File: src/hdl/s256_pkg.sv
package s256_pkg;

  typedef logic [31:0] word_t;

  // working variables / chaining value, index 0 is a (or H0)
  typedef logic [0:7][31:0] work_t;

  localparam int unsigned BlockBits = 512;
  localparam int unsigned BlockBytes = 64;
  localparam int unsigned LenStart = 56;

  localparam logic [7:0] PAD_MARK = 8'h80;

  localparam work_t H_INIT = '{
    32'h6a09e667, 32'hbb67ae85, 32'h3c6ef372, 32'ha54ff53a,
    32'h510e527f, 32'h9b05688c, 32'h1f83d9ab, 32'h5be0cd19
  };

  localparam logic [31:0] K_TAB [64] = '{
    32'h428a2f98, 32'h71374491, 32'hb5c0fbcf, 32'he9b5dba5,
    32'h3956c25b, 32'h59f111f1, 32'h923f82a4, 32'hab1c5ed5,
    32'hd807aa98, 32'h12835b01, 32'h243185be, 32'h550c7dc3,
    32'h72be5d74, 32'h80deb1fe, 32'h9bdc06a7, 32'hc19bf174,
    32'he49b69c1, 32'hefbe4786, 32'h0fc19dc6, 32'h240ca1cc,
    32'h2de92c6f, 32'h4a7484aa, 32'h5cb0a9dc, 32'h76f988da,
    32'h983e5152, 32'ha831c66d, 32'hb00327c8, 32'hbf597fc7,
    32'hc6e00bf3, 32'hd5a79147, 32'h06ca6351, 32'h14292967,
    32'h27b70a85, 32'h2e1b2138, 32'h4d2c6dfc, 32'h53380d13,
    32'h650a7354, 32'h766a0abb, 32'h81c2c92e, 32'h92722c85,
    32'ha2bfe8a1, 32'ha81a664b, 32'hc24b8b70, 32'hc76c51a3,
    32'hd192e819, 32'hd6990624, 32'hf40e3585, 32'h106aa070,
    32'h19a4c116, 32'h1e376c08, 32'h2748774c, 32'h34b0bcb5,
    32'h391c0cb3, 32'h4ed8aa4a, 32'h5b9cca4f, 32'h682e6ff3,
    32'h748f82ee, 32'h78a5636f, 32'h84c87814, 32'h8cc70208,
    32'h90befffa, 32'ha4506ceb, 32'hbef9a3f7, 32'hc67178f2
  };

  function automatic word_t rotr(input word_t x, input int unsigned n);
    return (x >> n) | (x << (32 - n));
  endfunction

endpackage

File: src/hdl/s256_round.sv
module s256_round (
  input  s256_pkg::work_t      cur,
  input  logic [511:0]         sched,
  input  logic [5:0]           rnd,
  output s256_pkg::work_t      nxt,
  output s256_pkg::word_t      w_new
);
  import s256_pkg::*;

  word_t w0, w1, w9, w14;
  word_t s0, s1;
  word_t big_s0, big_s1, ch, maj, t1, t2;

  // schedule window, oldest word at the top
  assign w0  = sched[511:480];
  assign w1  = sched[479:448];
  assign w9  = sched[223:192];
  assign w14 = sched[63:32];

  // next schedule word, w[t+16]
  assign s0    = rotr(w1, 7) ^ rotr(w1, 18) ^ (w1 >> 3);
  assign s1    = rotr(w14, 17) ^ rotr(w14, 19) ^ (w14 >> 10);
  assign w_new = s1 + w9 + s0 + w0;

  // one compression round
  assign big_s1 = rotr(cur[4], 6) ^ rotr(cur[4], 11) ^ rotr(cur[4], 25);
  assign ch     = (cur[4] & cur[5]) ^ (~cur[4] & cur[6]);
  assign big_s0 = rotr(cur[0], 2) ^ rotr(cur[0], 13) ^ rotr(cur[0], 22);
  assign maj    = (cur[0] & cur[1]) ^ (cur[0] & cur[2]) ^ (cur[1] & cur[2]);
  assign t1     = cur[7] + big_s1 + ch + K_TAB[rnd] + w0;
  assign t2     = big_s0 + maj;

  assign nxt = '{t1 + t2, cur[0], cur[1], cur[2], cur[3] + t1, cur[4], cur[5], cur[6]};

endmodule

File: src/hdl/sha256_stream_hasher_top.sv
// byte request: the 64th byte of a block starts a compression
// (64 rounds on the shared round unit, then the chaining add), not ready meanwhile
// end-of-message request: up to 72 padding bytes, one or two compressions, then eight
// digest words, one per output handshake
// reset: synchronous, loads the initial hash values and clears counts and sequencer
module sha256_stream_hasher_top (
  input  logic        clk,
  input  logic        rst,
  input  logic        in_valid,
  output logic        in_ready,
  input  logic [7:0]  data_byte,
  input  logic        has_byte,
  input  logic        end_of_message,
  output logic        out_valid,
  input  logic        out_ready,
  output logic [31:0] digest_word,
  output logic [2:0]  word_index,
  output logic        last_word
);
  import s256_pkg::*;

  // sequencer codes
  localparam logic [2:0] ST_IDLE = 3'd0;  // taking message bytes
  localparam logic [2:0] ST_PAD  = 3'd1;  // shifting in 0x80, zeros and the bit length
  localparam logic [2:0] ST_RUN  = 3'd2;  // compression rounds
  localparam logic [2:0] ST_FIN  = 3'd3;  // add working variables into the chaining value
  localparam logic [2:0] ST_OUT  = 3'd4;  // hand out the digest words

  logic [2:0]   state;
  logic [5:0]   fill;        // bytes held in the current block
  logic [60:0]  msg;         // message length in bytes, wraps
  work_t        chain;       // chaining value
  work_t        work;        // working variables a..h
  logic [511:0] sched;       // block buffer, reused as the schedule window
  logic [5:0]   rnd;         // round counter
  logic [2:0]   widx;        // digest word being handed out
  logic         pad_act;     // padding underway for this message
  logic         pad_first;   // next padding byte is the 0x80 mark
  logic         len_blk;     // this block carries the bit length

  work_t        rnd_nxt;
  word_t        w_new;
  logic [63:0]  len_bits;
  logic [7:0]   len_byte;
  logic [7:0]   pad_byte;
  logic         full_in;

  s256_round u_round (
    .cur   (work),
    .sched (sched),
    .rnd   (rnd),
    .nxt   (rnd_nxt),
    .w_new (w_new)
  );

  // big-endian bit length, byte picked by the low bits of the fill count
  assign len_bits = {msg, 3'b000};
  assign len_byte = 8'(len_bits >> {~fill[2:0], 3'b000});

  always_comb begin
    if (pad_first) begin
      pad_byte = PAD_MARK;
    end else if (len_blk && (fill >= 6'(LenStart))) begin
      pad_byte = len_byte;
    end else begin
      pad_byte = 8'h00;
    end
  end

  // a byte that completes the block
  assign full_in = (fill == 6'(BlockBytes - 1));

  assign in_ready    = (state == ST_IDLE);
  assign out_valid   = (state == ST_OUT);
  assign digest_word = chain[widx];
  assign word_index  = widx;
  assign last_word   = (widx == 3'd7);

  always_ff @(posedge clk) begin
    if (rst) begin
      state     <= ST_IDLE;
      fill      <= '0;
      msg       <= '0;
      chain     <= H_INIT;
      rnd       <= '0;
      widx      <= '0;
      pad_act   <= 1'b0;
      pad_first <= 1'b0;
      len_blk   <= 1'b0;
    end else begin
      case (state)
        ST_IDLE: begin
          if (in_valid) begin
            if (has_byte) begin
              sched <= {sched[BlockBits-9:0], data_byte};
              fill  <= fill + 6'd1;
              msg   <= msg + 61'd1;
              if (full_in) begin
                state <= ST_RUN;
                work  <= chain;
                rnd   <= '0;
              end
            end
            if (end_of_message) begin
              pad_act   <= 1'b1;
              pad_first <= 1'b1;
              // a full block is compressed before padding starts
              if (!(has_byte && full_in)) begin
                state <= ST_PAD;
              end
            end
          end
        end
        ST_PAD: begin
          sched     <= {sched[BlockBits-9:0], pad_byte};
          fill      <= fill + 6'd1;
          pad_first <= 1'b0;
          if (pad_first) begin
            // no room for the length after the mark: it goes in a fresh block
            len_blk <= (fill < 6'(LenStart));
          end
          if (full_in) begin
            state <= ST_RUN;
            work  <= chain;
            rnd   <= '0;
          end
        end
        ST_RUN: begin
          work  <= rnd_nxt;
          sched <= {sched[BlockBits-33:0], w_new};
          rnd   <= rnd + 6'd1;
          if (rnd == 6'(BlockBytes - 1)) begin
            state <= ST_FIN;
          end
        end
        ST_FIN: begin
          for (int i = 0; i < 8; i++) begin
            chain[i] <= chain[i] + work[i];
          end
          if (pad_act && !pad_first && len_blk) begin
            state <= ST_OUT;
            widx  <= '0;
          end else if (pad_act) begin
            state   <= ST_PAD;
            len_blk <= 1'b1;
          end else begin
            state <= ST_IDLE;
          end
        end
        ST_OUT: begin
          if (out_ready) begin
            widx <= widx + 3'd1;
            if (last_word) begin
              // ready for the next message
              state   <= ST_IDLE;
              chain   <= H_INIT;
              fill    <= '0;
              msg     <= '0;
              pad_act <= 1'b0;
              len_blk <= 1'b0;
            end
          end
        end
        default: begin
          state <= ST_IDLE;
        end
      endcase
    end
  end

endmodule

File: config.mk
export PLATFORM = sky130hd
export DESIGN_NAME = sha256_stream_hasher_top
export DESIGN_NICKNAME = d
export VERILOG_FILES = /design/src/hdl/s256_pkg.sv /design/src/hdl/s256_round.sv /design/src/hdl/sha256_stream_hasher_top.sv
export SDC_FILE = /design/constraint.sdc
export NUM_CORES = 2
export LEC_CHECK = 0
export BUFFER_PORTS_ARGS = -buffer_cell sky130_fd_sc_hd__clkbuf_2
export CAP_MARGIN = 40
export CORE_MARGIN = 2
export CORE_UTILIZATION = 59
export DETAILED_ROUTE_END_ITERATION = 10
export PLACE_DENSITY = 0.82
export SYNTH_ARGS = -nofsm -noshare
export SYNTH_HDL_FRONTEND = slang
export SYNTH_SLANG_ARGS = --single-unit
File: constraint.sdc
create_clock -name clk -period 91 [get_ports clk]
set_input_delay 4.55 -clock clk [delete_from_list [all_inputs] [get_ports clk]]
set_output_delay 4.55 -clock clk [all_outputs]
set_load 0.01 [all_outputs]
======== Word-level counts from Yosys, hierarchy flattened ========
Memories as Yosys holds them, arrays and structs flattened.
Cells that the tools add are included.
cells by class
  bitwise logic cells ..................... 31
  eq/ne operators ......................... 17
  add/subtract/negate cells ............... 22
  reductions and logical operators ........ 22
  order comparisons ....................... 4
  multipliers ............................. 0
  shift-type cells ........................ 1
  div/mod/pow operators ................... 0
  multiplexer cells ....................... 55
operators with widths
  kind                   number
  $pmux 512 s3           1
  $mux 256               5
  $mux 512               2
  $pmux 256 s3           1
  $add 32x32->32         18
  $pmux 256 s2           1
  $xor 32x32->32         9
  $mux 61                4
  $and 32x32->32         5
  $mux 32                4
  $pmux 61 s2            1
  $bmux 32 s3            1
  $shr 64x6->8           1
  $add 61x1->61 const B  1
  $mux 6                 7
  $pmux 6 s3             2
  $mux 3                 11
  $not 32->32            1
  $or 10x32->32          1
  $or 13x32->32          1
  $or 14x32->32          1
  $or 15x32->32          1
  $or 19x32->32          1
  $or 21x32->32          1
  37 further kinds       71
storage, ports and cells
  memories kept ........................... 1
  bits in read-only memories .............. 2048
  RAM bits ................................ 0
  output and inout port bits .............. 38
  bits in latches ......................... 0
  bits in registers ....................... 1106
  input port bits ......................... 14
memory list
  name              depth  bits a word  rd ports  clocked after memory_dff  write ports  RTL line          source
  (name not given)  64     32           1         0                         0            s256_round.sv:30  assign t1 = cur[7] + big_s1 + ch + K_TAB[rnd] + w0;

======== Longest topological paths before layout ========
  depth in word-level cells ............... 9
  gate-level depth with buffers ........... 40

======== Modules after synthesis ========
From an unflattened synthesis, not the netlist that was laid out.
second synthesis, totals
  cells, all modules ...................... 8717
  area, all modules ....................... 77045.1 µm²
by module, submodules not included
  module                    cells each  instances  area each (µm²)
  sha256_stream_hasher_top  6367        1          58971.6
  s256_round                2350        1          18073.6

======== Least setup slack after synthesis ========
No wires, ideal clock.
  path type ............................... input to register
  start point ............................. input port rst
  end point ............................... register sched[0] (enable)
  arrival ................................. 83.382 ns
  path slack .............................. 3.526 ns
  stages on the path ...................... 2
  path through ............................ clkbuf_1 a2111oi_0
on the way
  cells in the longest elaborated chain, start to end .. 2
RTL lines
  item                        RTL line                         source
  start: declaration          sha256_stream_hasher_top.sv:8    input logic rst,
  $not 1->1 (no line)         -
  $reduce_and 4->1 (no line)  -
  end signal: assignment      sha256_stream_hasher_top.sv:95   sched <= {sched[BlockBits-9:0], data_byte};
  end signal: assignment      sha256_stream_hasher_top.sv:115  sched <= {sched[BlockBits-9:0], pad_byte};
  end signal: assignment      sha256_stream_hasher_top.sv:130  sched <= {sched[BlockBits-33:0], w_new};
  end: declaration            sha256_stream_hasher_top.sv:34   logic [511:0] sched;
Every way passes these cells.
A chain may end at the register's enable or synchronous reset.

======== Worst setup path after layout ========
  start point ............................. register rnd[1]
  end point ............................... register work[255] (netlist bit), data pin
on the way
  cells in the longest elaborated chain, start to end .. 8
RTL lines
  item                                        RTL line                         source
  start: declaration                          sha256_stream_hasher_top.sv:35   logic [5:0] rnd;
  start signal: assignment                    sha256_stream_hasher_top.sv:131  rnd <= rnd + 6'd1;
  $not 6->7 (implied by the code)             s256_round.sv:30
  $mem_v2 64x32                               -
  $mux 32 (implied by the code) (2 in a row)  s256_round.sv:30
  $add 32x32->32 (2 in a row)                 s256_round.sv:30
  $add 32x32->32                              s256_round.sv:33                 assign nxt = '{t1 + t2, cur[0], cur[1], cur[2], cur[3] + t1, cur[4], cur[5], cur[6]};
  $pmux 256 s3                                sha256_stream_hasher_top.sv:91   case (state)
  end signal: assignment                      sha256_stream_hasher_top.sv:100  work <= chain;
  end signal: assignment                      sha256_stream_hasher_top.sv:124  work <= chain;
  end signal: assignment                      sha256_stream_hasher_top.sv:129  work <= rnd_nxt;
  end: declaration                            sha256_stream_hasher_top.sv:33   work_t work;
Every way passes these cells. The select of a mux whose other input is x is not followed.

==> results.yml <==
floorplan:
  dieArea_mm2: 0.129
  core-area_mm2: 0.126
  start_util: 0.594
  die_x_um: 360
  ios: 52
  rows: 130
  fp.dieH_um: 360
cts:
  cts_setup_buffers: 0
  clk-insertion-delay-late_ns: 0.80
  cts_tree: "built"
  cts_buffer_depth: 3
  cts_resized: 0
  cts_buffers: 120
  root_buffer: "clkbuf_16"
  clock-sinks: 1106
  hold_buffers: 0
  h-tree-depth: 3
  clk_pin_slew_ns: 0.06
logic_synthesis:
  ys_seq_area_frac: 0.400
  ys.flop_type: "edfxtp_1"
  synth_nets: 8936
  synth_edf_count: 768
  ys_ff_latch: 1106
  ys.warnings.count: 0
  syn_area_mm2: 0.0746
  synthCells: 8332
  yosysUniqueCellTypes: 102
  avgSynthCellArea_um2: 8.95
  async_flop_share: 0
critical_path:
  cpPeakStageDelay_ns: 0.97
  crit_slowest_cell: "ha_1"
  end_kind: "register"
  arrival_ns: 11.36
  required_ns: 91.46
  crit_fanout: 21
  critPathLaunchType: "register"
  worst-setup-path-type: "reg -> reg"
  cp_common_cell: "o21ai_0"
flow_run:
  maxCapViolations: 0
timing:
  fin_crit_ns: 10.90
  relSlewSlack: 0.165
  setup_tns_ns: 0
  hold_viol: 0
  finalSetupViolCount: 0
  rsz0062_at_grt: "false"
  min_period_over_period: 0.120
  holdWs_ns: 0.486
  slew_viol_final: 0
  fin_skew_ns: 0.0584
  worst_pin_slew_ns: 1.25
  fmax_mhz: 91.7
global_route:
  grt_pass1_vias: 59500
  grt_pass1_wl_mm: 360
  grt_max_degree: 271
  grt_use_total: 0.361
  antenna_found_initial: 9
  grt_overflow: 0
drt:
  vias_per_cell: 6.38
  avgRoutedWirePerCell_um: 24.1
  drtIter0Drc: 8537
  drc_errors: 0
  routed_wl_mm: 239
  first_pass_iters: 8
  via_count: 63000
  postRouteAntennaNets: 0
status:
  status: "finished, final reports clean"
placed_design:
  numPortBuffers: 51
  place_congestion: 1.03
  dp_cells: 9650
  dp_hpwl_mm: 171
power:
  power.leakage_nw: 33.5
  power_mw: 1.27
  ir_worst_vdd_mv: 0.0183
  powerDensity_mw_per_mm2: 15.8
layout:
  fin_nets: 8727
  area_growth_pct: 7.56
  drive_gt1_frac: 0.0671
  layout.cells.non_filler: 9885
  fin_util: 0.639
hold_path:
  hold_path.class: "reg -> reg"
[placed cells by master (no fill, tap or decap), drive strengths merged, types with 90 or more instances in the layout]
cell type	count
xor2	240
clkbuf	216
fa	195
nand3	115
nor3	118
a21oi	443
edfxtp	768
nor2	405
o21ai	514
dfxtp	338
inv	359
xnor2	370
buf	90
nand2	2304
ha	395
a21o	190
[final timing paths]
path / from / end / slack (ns) / depth (start not counted)
max: rnd[1] / work[255] / 80.10 / 36
min: fill[5] / fill[5] / 0.49 / 2
max reg2reg: rnd[1] / work[255] / 80.10 / 36
min reg2reg: fill[5] / fill[5] / 0.49 / 2
[power breakdown]
group	switching [mW]	leakage (nW)	total [mW]	internal, mW
clock network	0.221	2.00	0.507	0.286
registers	0.00976	9.93	0.557	0.548
logic	0.127	21.6	0.205	0.0778
total	0.357	33.5	1.27	0.911
[layout make-up]
cell class	count	area, um^2
clock buffer	165	3440
fill	10300	45300
multi-input combinational	6395	41700
tap	1650	2060
sequential	1106	29800
inverter	359	1350
clock inverter	64	639
timing repair buffer	141	1170
antenna	5	12.5
[cells by family after synthesis]
kind of cell    synth area share
compound gates             0.143
xor+xnor                  0.0716
fa+ha+maj                  0.122
buf+inv                   0.0419
flops                      0.400
mux                       0.0381
simple gates               0.183
[registers in the layout, summed over array words and instances (netlist names)]
name / cells
sched: 512
chain: 256
work: 256
msg: 61
fill: 6
rnd: 6
state: 3
word_index: 3
len_blk: 1
pad_act: 1
pad_first: 1
[Yosys cell counts, types with 50 or more instances]
| cell type | count | area (um^2) |
|---|---|---|
| a211oi_1 | 51 | 383 |
| ha_1 | 395 | 4940 |
| clkbuf_1 | 427 | 1600 |
| o21a_1 | 56 | 420 |
| nand3_1 | 114 | 571 |
| o21ai_0 | 491 | 2460 |
| and3_1 | 53 | 332 |
| nand2b_1 | 59 | 369 |
| xor2_1 | 240 | 2100 |
| dfxtp_1 | 338 | 6770 |
| mux4_2 | 83 | 1870 |
| nand2_1 | 2303 | 8640 |
| nor2b_1 | 51 | 319 |
| a31oi_1 | 50 | 313 |
| fa_1 | 195 | 3900 |
| a21oi_1 | 441 | 2210 |
| xnor2_1 | 370 | 3240 |
| nor3_1 | 113 | 566 |
| nor2_1 | 405 | 1520 |
| inv_1 | 354 | 1330 |
| a21o_1 | 190 | 1430 |
| o22ai_1 | 56 | 350 |
| mux2_2 | 64 | 721 |
| edfxtp_1 | 768 | 23100 |
[through the flow]
| step | setup WS (ns) | area, um^2 |
|---|---|---|
| 6_report | 80.10 | 80200 |
| 5_1_grt | 79.40 | 80200 |
| 3_3_place_gp | 80.45 | 75900 |
| 2_1_floorplan | 3.53 | 74600 |
| 3_5_place_dp | 80.42 | 76100 |
| 4_1_cts | 80.37 | 80200 |
[layer usage]
metal / vias to the layer above / track usage / routed length [um]
li1: 28500 / - / -
met1: 30300 / 0.524 / 98600
met2: 3616 / 0.512 / 99300
met3: 619 / 0.0894 / 29500
met4: 4 / 0.157 / 11200
met5: - / 0 / 23
[critical path: cells and delay by family (launching register included)]
family | cells | cell delay, ns
buffers and inverters | 4 | 0.81
flip-flops | 1 | 0.31
adder cells (fa/ha/maj) | 8 | 3.91
AO/OA/AOI/OAI | 13 | 3.23
XOR/XNOR | 2 | 0.31
AND/OR/NAND/NOR | 9 | 1.97
No activity file was read; power rests on OpenSTA's default activity.
